`src/design/bdcs_pkg.sv`:
```
// Package: beat types, state types and codes for the bank decode and clock stretch block.
package bdcs_pkg;

    localparam logic [2:0] REGION_RAM    = 3'd0;
    localparam logic [2:0] REGION_BASIC  = 3'd1;
    localparam logic [2:0] REGION_KERNAL = 3'd2;
    localparam logic [2:0] REGION_CHAR   = 3'd3;
    localparam logic [2:0] REGION_IO     = 3'd4;
    localparam logic [2:0] REGION_PORT   = 3'd5;

    localparam logic [1:0] CFG_ROM_SELECT   = 2'd0;
    localparam logic [1:0] CFG_SPEED_MANUAL = 2'd1;
    localparam logic [1:0] CFG_MANUAL_FAST  = 2'd2;

    localparam logic       OP_WRITE = 1'b1;

    localparam logic [7:0] PORT_ZERO_RESET = 8'h00;
    localparam logic [7:0] PORT_ONE_RESET  = 8'hff;
    localparam logic [7:0] PAGE_BASIC_LO   = 8'ha0;
    localparam logic [7:0] PAGE_BASIC_HI   = 8'hc0;
    localparam logic [7:0] PAGE_IO_LO      = 8'hd0;
    localparam logic [7:0] PAGE_KERNAL_LO  = 8'he0;
    localparam logic [15:0] ROM_MASK       = 16'h1fff;
    localparam logic [15:0] CHAR_MASK      = 16'h0fff;

    typedef struct packed {
        logic        operation;
        logic [15:0] address;
        logic [7:0]  write_data;
    } t_in_beat;

    typedef struct packed {
        logic [2:0]  region;
        logic        rom_bank;
        logic [15:0] local_offset;
        logic [7:0]  port_read_data;
        logic        host_mirror;
        logic [1:0]  host_ticks;
        logic        fast_mode;
    } t_out_beat;

    typedef struct packed {
        logic [7:0] port_zero;
        logic [7:0] port_one;
        logic       soft_slow;
        logic [1:0] fast_phase;
    } t_port_state;

    typedef struct packed {
        logic rom_select;
        logic speed_manual;
        logic manual_fast;
    } t_cfg;

endpackage

```
`src/design/bdcs_decode.sv`:
```
// Combinational bank decode, port update and host tick accounting for one access.
module bdcs_decode (
    input  bdcs_pkg::t_in_beat    i_beat,
    input  bdcs_pkg::t_port_state i_state,
    input  bdcs_pkg::t_cfg        i_cfg,
    output bdcs_pkg::t_out_beat   o_result,
    output bdcs_pkg::t_port_state o_state
);

    logic       wr;
    logic [7:0] page;
    logic [2:0] map;
    logic       fast;
    logic       fast_after;
    logic [1:0] phase_inc;
    logic       stretch;
    logic       in_io_page;

    assign wr         = (i_beat.operation == bdcs_pkg::OP_WRITE);
    assign page       = i_beat.address[15:8];
    assign map        = i_state.port_one[2:0];
    assign fast       = (!i_cfg.speed_manual && !i_state.soft_slow) ||
                        (i_cfg.speed_manual && i_cfg.manual_fast);
    assign phase_inc  = i_state.fast_phase + 2'd1;
    assign in_io_page = (page >= bdcs_pkg::PAGE_IO_LO) && (page < bdcs_pkg::PAGE_KERNAL_LO);

    always_comb begin
        o_result                = '0;
        o_result.region         = bdcs_pkg::REGION_RAM;
        o_result.local_offset   = i_beat.address;
        o_state                 = i_state;
        stretch                 = 1'b0;

        if (i_beat.address[15:1] == 15'd0) begin
            o_result.region = bdcs_pkg::REGION_PORT;
            if (!wr) begin
                o_result.port_read_data = i_beat.address[0] ? i_state.port_one
                                                            : i_state.port_zero;
            end else if (!i_beat.address[0]) begin
                o_state.port_zero = i_beat.write_data;
                o_state.soft_slow = i_beat.write_data[7];
            end else begin
                o_state.port_one = i_beat.write_data;
            end
        end else if (in_io_page) begin
            if (map >= 3'd5) begin
                o_result.region = bdcs_pkg::REGION_IO;
                stretch         = 1'b1;
            end else if (!wr && map >= 3'd1 && map <= 3'd3) begin
                o_result.region       = bdcs_pkg::REGION_CHAR;
                o_result.local_offset = i_beat.address & bdcs_pkg::CHAR_MASK;
            end
        end else if (wr) begin
            o_result.host_mirror = 1'b1;
            stretch              = 1'b1;
        end else begin
            if (page >= bdcs_pkg::PAGE_BASIC_LO && page < bdcs_pkg::PAGE_BASIC_HI &&
                map[1:0] == 2'd3) begin
                o_result.region = bdcs_pkg::REGION_BASIC;
            end else if (page >= bdcs_pkg::PAGE_KERNAL_LO && map[1]) begin
                o_result.region = bdcs_pkg::REGION_KERNAL;
            end
            if (o_result.region != bdcs_pkg::REGION_RAM) begin
                o_result.rom_bank     = i_cfg.rom_select;
                o_result.local_offset = i_beat.address & bdcs_pkg::ROM_MASK;
            end
        end

        // host tick accounting: speed in force before any port write
        if (!fast) begin
            o_result.host_ticks = 2'd1;
        end else if (stretch) begin
            o_result.host_ticks = 2'd2;
            o_state.fast_phase  = 2'd0;
        end else begin
            o_result.host_ticks = (phase_inc == 2'd0) ? 2'd1 : 2'd0;
            o_state.fast_phase  = phase_inc;
        end

        o_result.fast_mode = fast_after;
    end

    assign fast_after = (!i_cfg.speed_manual && !o_state.soft_slow) ||
                        (i_cfg.speed_manual && i_cfg.manual_fast);

endmodule

```
`src/design/bank_decode_and_clock_stretch.sv`:
```
// Top level: bus access bank decode with port registers, config and a result register.
// Each accepted input beat's result is registered into the output register.
// Throughput: one beat per cycle unless stalled; the decode is a single combinational pass into the output register.
// The input stalls only while the output register is full and its own beat is stalled.
// Reset (synchronous, active low) empties the output register, sets port 0 to 0x00,
// port 1 to 0xff, soft speed fast, phase 0, and config to ROM set 0, soft speed, switch fast.
module bank_decode_and_clock_stretch (
    input  logic                i_clk,
    input  logic                i_rst_n,
    input  logic                i_in_valid,
    output logic                o_in_stall,
    input  bdcs_pkg::t_in_beat  i_in_data,
    output logic                o_out_valid,
    input  logic                i_out_stall,
    output bdcs_pkg::t_out_beat o_out_data,
    input  logic                i_cfg_we,
    input  logic [1:0]          i_cfg_index,
    input  logic                i_cfg_wdata
);

    bdcs_pkg::t_port_state r_state;
    bdcs_pkg::t_port_state n_state;
    bdcs_pkg::t_cfg        r_cfg;
    bdcs_pkg::t_out_beat   r_out;
    bdcs_pkg::t_out_beat   n_out;
    logic                  r_out_valid;
    logic                  in_accept;

    assign o_in_stall  = r_out_valid && i_out_stall;
    assign in_accept   = i_in_valid && !o_in_stall;
    assign o_out_valid = r_out_valid;
    assign o_out_data  = r_out;

    bdcs_decode u_decode (
        .i_beat   (i_in_data),
        .i_state  (r_state),
        .i_cfg    (r_cfg),
        .o_result (n_out),
        .o_state  (n_state)
    );

    always_ff @(posedge i_clk) begin
        if (!i_rst_n) begin
            r_state.port_zero  <= bdcs_pkg::PORT_ZERO_RESET;
            r_state.port_one   <= bdcs_pkg::PORT_ONE_RESET;
            r_state.soft_slow  <= 1'b0;
            r_state.fast_phase <= 2'd0;
        end else if (in_accept) begin
            r_state <= n_state;
        end
    end

    always_ff @(posedge i_clk) begin
        if (!i_rst_n) begin
            r_cfg.rom_select   <= 1'b0;
            r_cfg.speed_manual <= 1'b0;
            r_cfg.manual_fast  <= 1'b1;
        end else if (i_cfg_we) begin
            case (i_cfg_index)
                bdcs_pkg::CFG_ROM_SELECT: begin
                    r_cfg.rom_select <= i_cfg_wdata;
                end
                bdcs_pkg::CFG_SPEED_MANUAL: begin
                    r_cfg.speed_manual <= i_cfg_wdata;
                end
                bdcs_pkg::CFG_MANUAL_FAST: begin
                    r_cfg.manual_fast <= i_cfg_wdata;
                end
                default: begin
                end
            endcase
        end
    end

    always_ff @(posedge i_clk) begin
        if (!i_rst_n) begin
            r_out_valid <= 1'b0;
        end else if (in_accept) begin
            r_out_valid <= 1'b1;
        end else if (!i_out_stall) begin
            r_out_valid <= 1'b0;
        end
    end

    always_ff @(posedge i_clk) begin
        if (in_accept) begin
            r_out <= n_out;
        end
    end

    a_reset_empty: assert property (@(posedge i_clk)
        !i_rst_n |=> !r_out_valid)
        else $error("output register not empty after reset");

    a_stretch_phase: assert property (@(posedge i_clk) disable iff (!i_rst_n)
        (in_accept && n_out.host_ticks == 2'd2) |=> r_state.fast_phase == 2'd0)
        else $error("stretched access did not clear the fast phase");

    a_mirror_ram: assert property (@(posedge i_clk) disable iff (!i_rst_n)
        (r_out_valid && r_out.host_mirror) |-> r_out.region == bdcs_pkg::REGION_RAM)
        else $error("host mirror outside RAM region");

    a_bank_rom: assert property (@(posedge i_clk) disable iff (!i_rst_n)
        (r_out_valid && r_out.rom_bank) |->
            (r_out.region == bdcs_pkg::REGION_BASIC || r_out.region == bdcs_pkg::REGION_KERNAL))
        else $error("ROM bank set outside ROM regions");

    a_port_data: assert property (@(posedge i_clk) disable iff (!i_rst_n)
        (r_out_valid && r_out.region != bdcs_pkg::REGION_PORT) |-> r_out.port_read_data == 8'd0)
        else $error("port data outside a port access");

endmodule
```
`config.mk`:
```
export PLATFORM = sky130hd
export DESIGN_NAME = bank_decode_and_clock_stretch
export DESIGN_NICKNAME = d
export VERILOG_FILES = /design/src/design/bdcs_pkg.sv /design/src/design/bdcs_decode.sv /design/src/design/bank_decode_and_clock_stretch.sv
export SDC_FILE = /design/constraint.sdc
export NUM_CORES = 1
export LEC_CHECK = 0
export ABC_AREA = 1
export BUFFER_PORTS_ARGS = -buffer_cell sky130_fd_sc_hd__buf_2
export CAP_MARGIN = 5
export CORE_MARGIN = 10
export CORE_UTILIZATION = 55
export DETAILED_ROUTE_END_ITERATION = 8
export PLACE_DENSITY = 0.82
export SYNTH_ARGS = -nofsm -noshare
export SYNTH_HDL_FRONTEND = slang
export SYNTH_SLANG_ARGS = --single-unit
```
`constraint.sdc`:
```
create_clock -name i_clk -period 3.51 [get_ports i_clk]
set_input_delay 0.351 -clock i_clk [delete_from_list [all_inputs] [get_ports i_clk]]
set_output_delay 0.351 -clock i_clk [all_outputs]
set_load 0.01 [all_outputs]
```
Word level (Yosys, flattened, before mapping):

Cells that the tools add are included.

* register bits: 55
* bits of input ports: 33
* output and inout port bits: 34
* word-level logic and storage cells: 89

* equal/unequal tests: 4
* $lt $le $gt $ge: 8
* bitwise operators: 3
* reductions and logical operators: 31
* mux-type cells: 27
* add/subtract/negate cells: 1

Operators by type and width (count)
* $mux 16: 4
* $ge 8x8->1 const B: 3
* $mux 20: 1
* $mux 3: 6
* $mux 17: 1
* $lt 8x8->1 const B: 2
* $logic_not 15->1: 1
* $logic_and 1x1->1: 11
* $mux 1: 10
* $mux 2: 4
* $mux 8: 1
* $reduce_and 2->1: 4
* $reduce_and 4->1: 2
* $logic_not 1->1: 5
* $eq 2x2->1 const B: 2
* $logic_not 2->1: 2
* $reduce_or 2->1: 2
* $reduce_or 4->1: 1
* $ge 3x1->1 const B: 1
* $ge 3x3->1 const B: 1
* $le 3x2->1 const B: 1
* $not 1->1: 3
* $reduce_bool 3->1: 1
* $add 2x1->2 const B: 1
* other kinds (3): 4

Depth between registers and ports, before layout:

Gate-level depths: netlist of run 1.

* word-level depth: 12
* gate-level depth with buffers: 9
* mapped depth without buffers: 8

Cells and area by module:

From an unflattened synthesis of run 1, not the netlist that was laid out.

* cell total of the unflattened synthesis: 389
* area total of the unflattened synthesis: 3086.7 µm²

By module, submodules not included
* bank_decode_and_clock_stretch: area each 1896.8 µm², sequential area each 1421.4 µm², cells an instance 153, times used 1
* bdcs_decode: area each 1189.9 µm², sequential area each 0.0 µm², cells an instance 236, times used 1

Worst setup path before layout of run 1:

Ideal clock, no wire load.

* kind: input to register
* start: in i_out_stall
* end: reg r_state[1] (netlist bit)
* setup slack: 1.919 ns
* cell stages on the path: 8
* arrival: 1.521 ns
* data required time: 3.440 ns
* setup time: 0.070 ns
* path buffers: 1
* cell sequence: nand2_1 > inv_2 > nor2_2 > buf_2 > nand2_1 > inv_1 > o21ai_0 > a21oi_1

* cells in the longest elaborated chain, start to end: 4

RTL lines
* start, declared: RTL line bank_decode_and_clock_stretch.sv:14 `input logic i_out_stall,`
* $logic_and 1x1->1: RTL line bank_decode_and_clock_stretch.sv:29 `assign o_in_stall = r_out_valid && i_out_stall;`
* via o_in_stall: RTL line bank_decode_and_clock_stretch.sv:11 `output logic o_in_stall,`
* $logic_not 1->1: RTL line bank_decode_and_clock_stretch.sv:30 `assign in_accept = i_in_valid && !o_in_stall;`
* $logic_and 1x1->1: RTL line bank_decode_and_clock_stretch.sv:30
* via in_accept: RTL line bank_decode_and_clock_stretch.sv:27 `logic in_accept;`
* $reduce_and 2->1 (no source line)
* end signal, assigned: RTL line bank_decode_and_clock_stretch.sv:49 `r_state <= n_state;`
* end, declared: RTL line bank_decode_and_clock_stretch.sv:21 `bdcs_pkg::t_port_state r_state;`

The timed path passes the listed nets, and every way through them passes these cells.
A chain may end at the register's enable or synchronous reset.

Worst setup path in the final report of run 1:

* start: reg r_out_valid, in the netlist o_out_valid
* end: reg r_state[7] (netlist bit)

* cells in the longest elaborated chain, start to end: 4

RTL lines
* start, declared: RTL line bank_decode_and_clock_stretch.sv:26 `logic r_out_valid;`
* start signal, assigned: RTL line bank_decode_and_clock_stretch.sv:77 `r_out_valid <= 1'b0;`
* start signal, assigned: RTL line bank_decode_and_clock_stretch.sv:79 `r_out_valid <= 1'b1;`
* start signal, assigned: RTL line bank_decode_and_clock_stretch.sv:81 `r_out_valid <= 1'b0;`
* $logic_and 1x1->1: RTL line bank_decode_and_clock_stretch.sv:29
* $logic_not 1->1: RTL line bank_decode_and_clock_stretch.sv:30
* $logic_and 1x1->1: RTL line bank_decode_and_clock_stretch.sv:30
* $reduce_and 4->1 (no source line)

Every way passes these cells.

==> out/metrics.yaml, run 1 <==
status: "finished clean"
hold_violations: 0
rows: 23
place_ws_ps: 1408
grt_max_degree: 43
synth_enable_flop_cells: 32
hpwl_um: 3864
ys_ff_latch: 55
cts_setup_buffers: 0
async_reset_ff_frac: 0
cts_tree: "built"
yosysWarnings: 0
overflow: 0
clk_latency_ps: 300
synth_most_common_cell: "nand2_1"
final_antenna_net_count: 0
fin_skew_ps: 5.910
synth_top_family_by_area: "simple AND/OR/NAND/NOR gates"
cap_violations: 0
drt_first_pass_iters: 4
routed_via_density: 5.216
synth_compound_gate_area_share: 0.05537
grt_pass1_vias: 1930
rsz0062_at_grt: "no"
met2_length_um: 2296
finalNetCount: 354
cp.required_ps: 3690
syn_nets: 285
path_clk_slew_ps: 90
antenna_cells: 0
die_y_um: 84.74
gp_congestion: 0.8568
vias: 1935
drc_errors: 0
yosysTopAreaCellShare: 0.4169
power_mw: 1.215
syn_to_final_growth_pct: 21.06
routedWlPerCell_um: 13.94
start_util: 0.5720
syn_area_um2: 2305
cts_max_path_buffers: 2
synth.avg_cell_area_um2: 9.182
min_period_ps: 1952
cts_buffers: 5
clock-sinks: 55
cp.arrival_ps: 2130
grt_pass1_wl_um: 8749
crit_fanout: 42
synth_commonest_cells: "nand2_1, nand3_1, edfxtp_1"
max_slew_margin: 0.6687
fin_hold_ws_ps: 229.7
final-max-slew-violation-count: 0
drt-initial-drc-count: 150
synthXorXnorAreaFrac: 0
placed_area_um2: 2686
p_per_area_nw_per_um2: 435.6
top_layer: "met4"
core_area_um2: 4029
min_path_type: "primary input to flip-flop"
io_pins: 67
track_usage: 0.1469
cts_root_buffer: "clkbuf_8"
p_leak_nw: 1.304
drt_wl_total_um: 5173
worstSetupPathType: "flip-flop to flip-flop"
fmax_ghz: 0.5122
port-buffer-count: 66
ys_types: 22
setup_slack_ps: 1558
fin_crit_sh: 0.5562
ys_seq_area_frac: 0.6167
drive_above_1_share: 0.2710
final_area_um2: 2790
worst_pin_slew_ps: 497.0
ir_drop_mv: 0.2846
route.layer.met1.wl_um: 2264
holdBufCountCts: 0
cts.htree.levels: 2
start_kind: "flip-flop"
die_w_um: 84.74
synth_ff_type: "edfxtp_1"
synthMuxAreaShare: 0
yosysTopAreaCell: "edfxtp_1"
detailroute.wirelength.met3_um: 495
cts_resized: 0
die-area_um2: 7180
antenna_found_initial: 0
setup_tns_ps: 0
setup_viol_count_final: 0
yosys-top-cells-area: "edfxtp_1, dfxtp_1, nand2_1"
synth_cells: 251
synthAdderAreaFrac: 0.005429
yosys.area_share.simple: 0.2682
cp-end-kind: "flip-flop"
[power by group]
group | internal (mW) | leakage (nW) | switching (mW) | total (mW)
clock network | 0.185 | 0.0539 | 0.195 | 0.380
registers | 0.710 | 0.500 | 0.00645 | 0.716
logic | 0.0429 | 0.750 | 0.0764 | 0.119
total | 0.937 | 1.30 | 0.278 | 1.22
[through the flow]
step	instances	util
floorplan	251	-
global placement	363	0.6668
detailed placement	363	0.6668
CTS	371	0.6925
global route	371	0.6925
finish	371	0.6925
[cell families (layout without fill, tap and decap cells)]
logic type               Yosys count  count (layout)
buffers and inverters             32             102
AO/OA/AOI/OAI                     25              25
adder cells (fa/ha/maj)            1               1
flip-flops                        55              55
AND/OR/NAND/NOR                  138             138
[state kept, by name, summed over array words and instances, names as in the netlist]
| register | flops |
|---|---|
| o_out_data | 32 |
| o_out_valid | 1 |
| r_cfg | 3 |
| r_state | 19 |
[worst max-delay path, stage by stage (launching register included)]
cell	delay (ps)
dfxtp_1	320
nand2_1	80
inv_2	60
nor2_4	60
buf_4	420
inv_1	200
nor3_4	320
nand2_2	190
nand2_1	100
nand3_1	70
[area by class of cell]
cell class                 instances  area [um2]
fill                             347        1239
clock buffer                       7       97.59
tap                               50       62.56
inverter                          27       101.3
multi-input combinational        164       763.2
sequential                        55        1421
clock inverter                     1       6.256
timing repair buffer              67       337.8
[worst paths after layout]
kind                            cells past startpoint  slack [ps]                     start                  endpoint
worst max-delay path                                9        1560  o_out_valid$_SDFFE_PN0P_   r_state[7]$_SDFFE_PN1P_
worst min-delay path                                1         230             i_in_data[11]  o_out_data[15]$_DFFE_PP_
worst max register to register                      9        1560  o_out_valid$_SDFFE_PN0P_   r_state[7]$_SDFFE_PN1P_
worst min register to register                      2         490   r_state[6]$_SDFFE_PN1P_   r_state[6]$_SDFFE_PN1P_
[placed cells by master, fill, tap and decap left out, drive strengths merged]
cell type / Yosys / routed
a21oi: 15 / 15
o21ai: 9 / 9
nand2: 64 / 64
dfxtp: 23 / 23
clkbuf: 3 / 7
or2: 1 / 1
nor3: 5 / 5
buf: 2 / 67
o211ai: 1 / 1
ha: 1 / 1
edfxtp: 32 / 32
nand3: 35 / 35
nor2: 32 / 32
inv: 27 / 28
nand4: 1 / 1
[routing by layer]
| layer | up-vias | GRT usage |
|---|---|---|
| met4 | 0 | 0.06287 |
| met3 | 14 | 0.05507 |
| met1 | 857 | 0.1732 |
| met5 | - | 0 |
| li1 | 976 | - |
| met2 | 88 | 0.2340 |
No activity file was read; power rests on OpenSTA's default activity.
==> run 2, diff against run 1 <==
--- a/config.mk
+++ b/config.mk
@@ -5,13 +5,13 @@
 export SDC_FILE = /design/constraint.sdc
 export NUM_CORES = 1
 export LEC_CHECK = 0
-export ABC_AREA = 1
+export ABC_AREA = 0
 export BUFFER_PORTS_ARGS = -buffer_cell sky130_fd_sc_hd__buf_2
 export CAP_MARGIN = 5
 export CORE_MARGIN = 10
-export CORE_UTILIZATION = 55
+export CORE_UTILIZATION = 51
 export DETAILED_ROUTE_END_ITERATION = 8
-export PLACE_DENSITY = 0.82
+export PLACE_DENSITY = 0.77
 export SYNTH_ARGS = -nofsm -noshare
 export SYNTH_HDL_FRONTEND = slang
 export SYNTH_SLANG_ARGS = --single-unit
==> constraint.sdc (replaced) <==
create_clock -name i_clk -period 1.8 [get_ports i_clk]
set_input_delay 0.18 -clock i_clk [delete_from_list [all_inputs] [get_ports i_clk]]
set_output_delay 0.18 -clock i_clk [all_outputs]
set_load 0.01 [all_outputs]
==> out/metrics.yaml, run 2 <==
status: "finished clean"  # unchanged
fin_hold_ws_ps: 88.44  # was 229.7 ps
cts_root_buffer: "clkbuf_8"  # unchanged
fin_crit_sh: 0.7720  # was 0.5562
p_per_area_nw_per_um2: 895.9  # was 435.6 nW/um2
grt_pass1_wl_um: 8349  # was 8749 um
synthMuxAreaShare: 0.03836  # was 0
synthXorXnorAreaFrac: 0  # unchanged
crit_fanout: 6  # was 42
routed_via_density: 5.571  # was 5.216
io_pins: 67  # unchanged
final_common_cell: "buf_2"  # unchanged
die_y_um: 87.86  # was 84.74 um
die_w_um: 87.86  # was 84.74 um
finalNetCount: 303  # was 354
p_leak_nw: 1.171  # was 1.304 nW
worstSetupPathType: "flip-flop to flip-flop"  # unchanged
cp.arrival_ps: 1460  # was 2130 ps
syn_to_final_growth_pct: 22.43  # was 21.06%
drive_above_1_share: 0.3296  # was 0.2710
yosys-top-cells-area: "edfxtp_1, dfxtp_1, mux2i_1"  # was edfxtp_1, dfxtp_1, nand2_1
cts_resized: 0  # unchanged
synthAdderAreaFrac: 0.005328  # was 0.005429
start_kind: "flip-flop"  # unchanged
cts_buffers: 5  # unchanged
ys_seq_area_frac: 0.6052  # was 0.6167
yosysTopAreaCell: "edfxtp_1"  # unchanged
synth_enable_flop_cells: 32  # unchanged
syn_nets: 234  # was 285
yosys.area_share.simple: 0.1849  # was 0.2682
fin_skew_ps: 6.299  # was 5.910 ps
vias: 1794  # was 1,935
min_period_ps: 1390  # was 1952 ps
worst_pin_slew_ps: 413.0  # was 497.0 ps
r2r_end: "o_out_data[24]$_DFFE_PP_"  # was r_state[7]$_SDFFE_PN1P_
min_path_type: "primary input to flip-flop"  # unchanged
core_area_um2: 4414  # was 4029 um2
reg2reg_from: "r_state[3]$_SDFFE_PN1P_"  # was o_out_valid$_SDFFE_PN0P_
final_cells: 322  # was 371
yosysWarnings: 0  # unchanged
drt_wl_total_um: 5188  # was 5173 um
synth_cells: 200  # was 251
syn_area_um2: 2349  # was 2305 um2
crit_end: "o_out_data[24]$_DFFE_PP_"  # was r_state[7]$_SDFFE_PN1P_
grt_max_degree: 26  # was 43
synth.avg_cell_area_um2: 11.74  # was 9.182 um2
yosysTopAreaCellShare: 0.4092  # was 0.4169
cts.htree.levels: 2  # unchanged
synth_ff_type: "edfxtp_1"  # unchanged
hold_violations: 0  # unchanged
grt_pass1_vias: 1803  # was 1,930
final_cell_mix: "buf_2, edfxtp_1, dfxtp_1, o21ai_0, nor2_1"  # was buf_2, nand2_1, nand3_1, edfxtp_1, nor2_1
drt-initial-drc-count: 89  # was 150
die-area_um2: 7719  # was 7180 um2
track_usage: 0.1342  # was 0.1469
antenna_cells: 0  # unchanged
setup_tns_ps: 0  # unchanged
reg2regPathDepth: 4  # was 9
synth_most_common_cell: "edfxtp_1"  # was nand2_1
cp-end-kind: "flip-flop"  # unchanged
fmax_ghz: 0.7197  # was 0.5122 GHz
clock-sinks: 55  # unchanged
ys_types: 39  # was 22
port-buffer-count: 66  # unchanged
final_antenna_net_count: 0  # unchanged
fillerInstances: 352  # was 347
antenna_found_initial: 0  # unchanged
rsz0062_at_grt: "no"  # unchanged
holdBufCountCts: 0  # unchanged
crit_start: "r_state[3]$_SDFFE_PN1P_"  # was o_out_valid$_SDFFE_PN0P_
hpwl_um: 3907  # was 3864 um
path_clk_slew_ps: 100  # was 90 ps
final-max-slew-violation-count: 0  # unchanged
drc_errors: 0  # unchanged
async_reset_ff_frac: 0  # unchanged
cp.required_ps: 1870  # was 3690 ps
dpl.cell_count: 314  # was 363
ir_drop_mv: 0.5198  # was 0.2846 mV
rows: 24  # was 23
drt_first_pass_iters: 5  # was 4
setup_viol_count_final: 0  # unchanged
largest_reg_flops: 32  # unchanged
overflow: 0  # unchanged
start_util: 0.5320  # was 0.5720
cts_max_path_buffers: 2  # unchanged
cap_violations: 0  # unchanged
r2r_slack_ps: 410  # was 1560 ps
synth_compound_gate_area_share: 0.1369  # was 0.05537
routedWlPerCell_um: 16.11  # was 13.94 um
max_slew_margin: 0.7218  # was 0.6687
synth_top_family_by_area: "simple AND/OR/NAND/NOR gates"  # unchanged
gp_congestion: 0.7863  # was 0.8568
cts_setup_buffers: 0  # unchanged
cts_tree: "built"  # unchanged
synth_commonest_cells: "edfxtp_1, dfxtp_1, o21ai_0"  # was nand2_1, nand3_1, edfxtp_1
ys_ff_latch: 55  # unchanged
clk_latency_ps: 310  # was 300 ps
run 2: cell count changes in the layout (fill, tap and decap cells not counted), sizes merged, moves of 9 or more:
| cell | previous run | this run |
|---|---|---|
| nand2 | 64 | 10 |
| nand3 | 35 | 8 |
| inv | 28 | 4 |
| nor2 | 32 | 14 |
| o21ai | 9 | 23 |
| a21boi | 0 | 10 |
| mux2i | 0 | 9 |
run 2: critical path, stage by stage, from the launching register on:
cell and delay (ps):
dfxtp_1 440, nor2_1 70, nor3_1 320, nand2b_1 140, and2_1 180
run 2: logic make-up (layout without fill, tap and decap cells):
family / after synthesis / after routing
fa+ha+maj: 1 / 1
compound gates: 53 / 53
simple gates: 69 / 69
mux: 9 / 9
flops: 55 / 55
buf+inv: 13 / 83
run 2: worst min-delay path by stage:
stage                       start                       end  cells past startpoint
floorplan            i_in_data[8]  o_out_data[12]$_DFFE_PP_                      0
global placement    i_in_data[16]  o_out_data[20]$_DFFE_PP_                      1
detailed placement  i_in_data[13]  o_out_data[17]$_DFFE_PP_                      1
CTS                    i_in_valid  o_out_valid$_SDFFE_PN0P_                      2
global route           i_in_valid  o_out_valid$_SDFFE_PN0P_                      2
finish                 i_in_valid  o_out_valid$_SDFFE_PN0P_                      2
run 2: per-layer routing:
metal,GRT usage,share of wire,up-vias
li1,-,-,876
met1,0.1564,0.39,838
met2,0.2196,0.50,73
met3,0.04735,0.099,7
met4,0.05507,0.015,0
met5,0,0,-
run 2: where the power goes:
part	internal, mW	switching, mW
Sequential	1.38	0.0131
Clock	0.554	0.390
Combinational	0.0961	0.143
Total	2.03	0.546
run 2: cell type report:
class                      instances  area (um2)  area share
clock buffer                       5       68.82     0.02393
clock inverter                     3       67.56     0.02350
inverter                           4       15.01    0.005222
multi-input combinational        132       869.6      0.3024
sequential                        55        1421      0.4943
tap                               52       65.06     0.02263
timing repair buffer              71       367.9      0.1279
run 2: through the flow:
| step | setup slack (ps) | area (um2) | power (mW) | util |
|---|---|---|---|---|
| floorplan | 81.35 | 2360 | 1.538 | - |
| global placement | 242.1 | 2739 | 1.657 | 0.6205 |
| detailed placement | 212.9 | 2739 | 1.662 | 0.6205 |
| CTS | 379.9 | 2875 | 2.603 | 0.6514 |
| global route | 306.1 | 2875 | 2.675 | 0.6514 |
| finish | 410.5 | 2875 | 2.576 | 0.6514 |
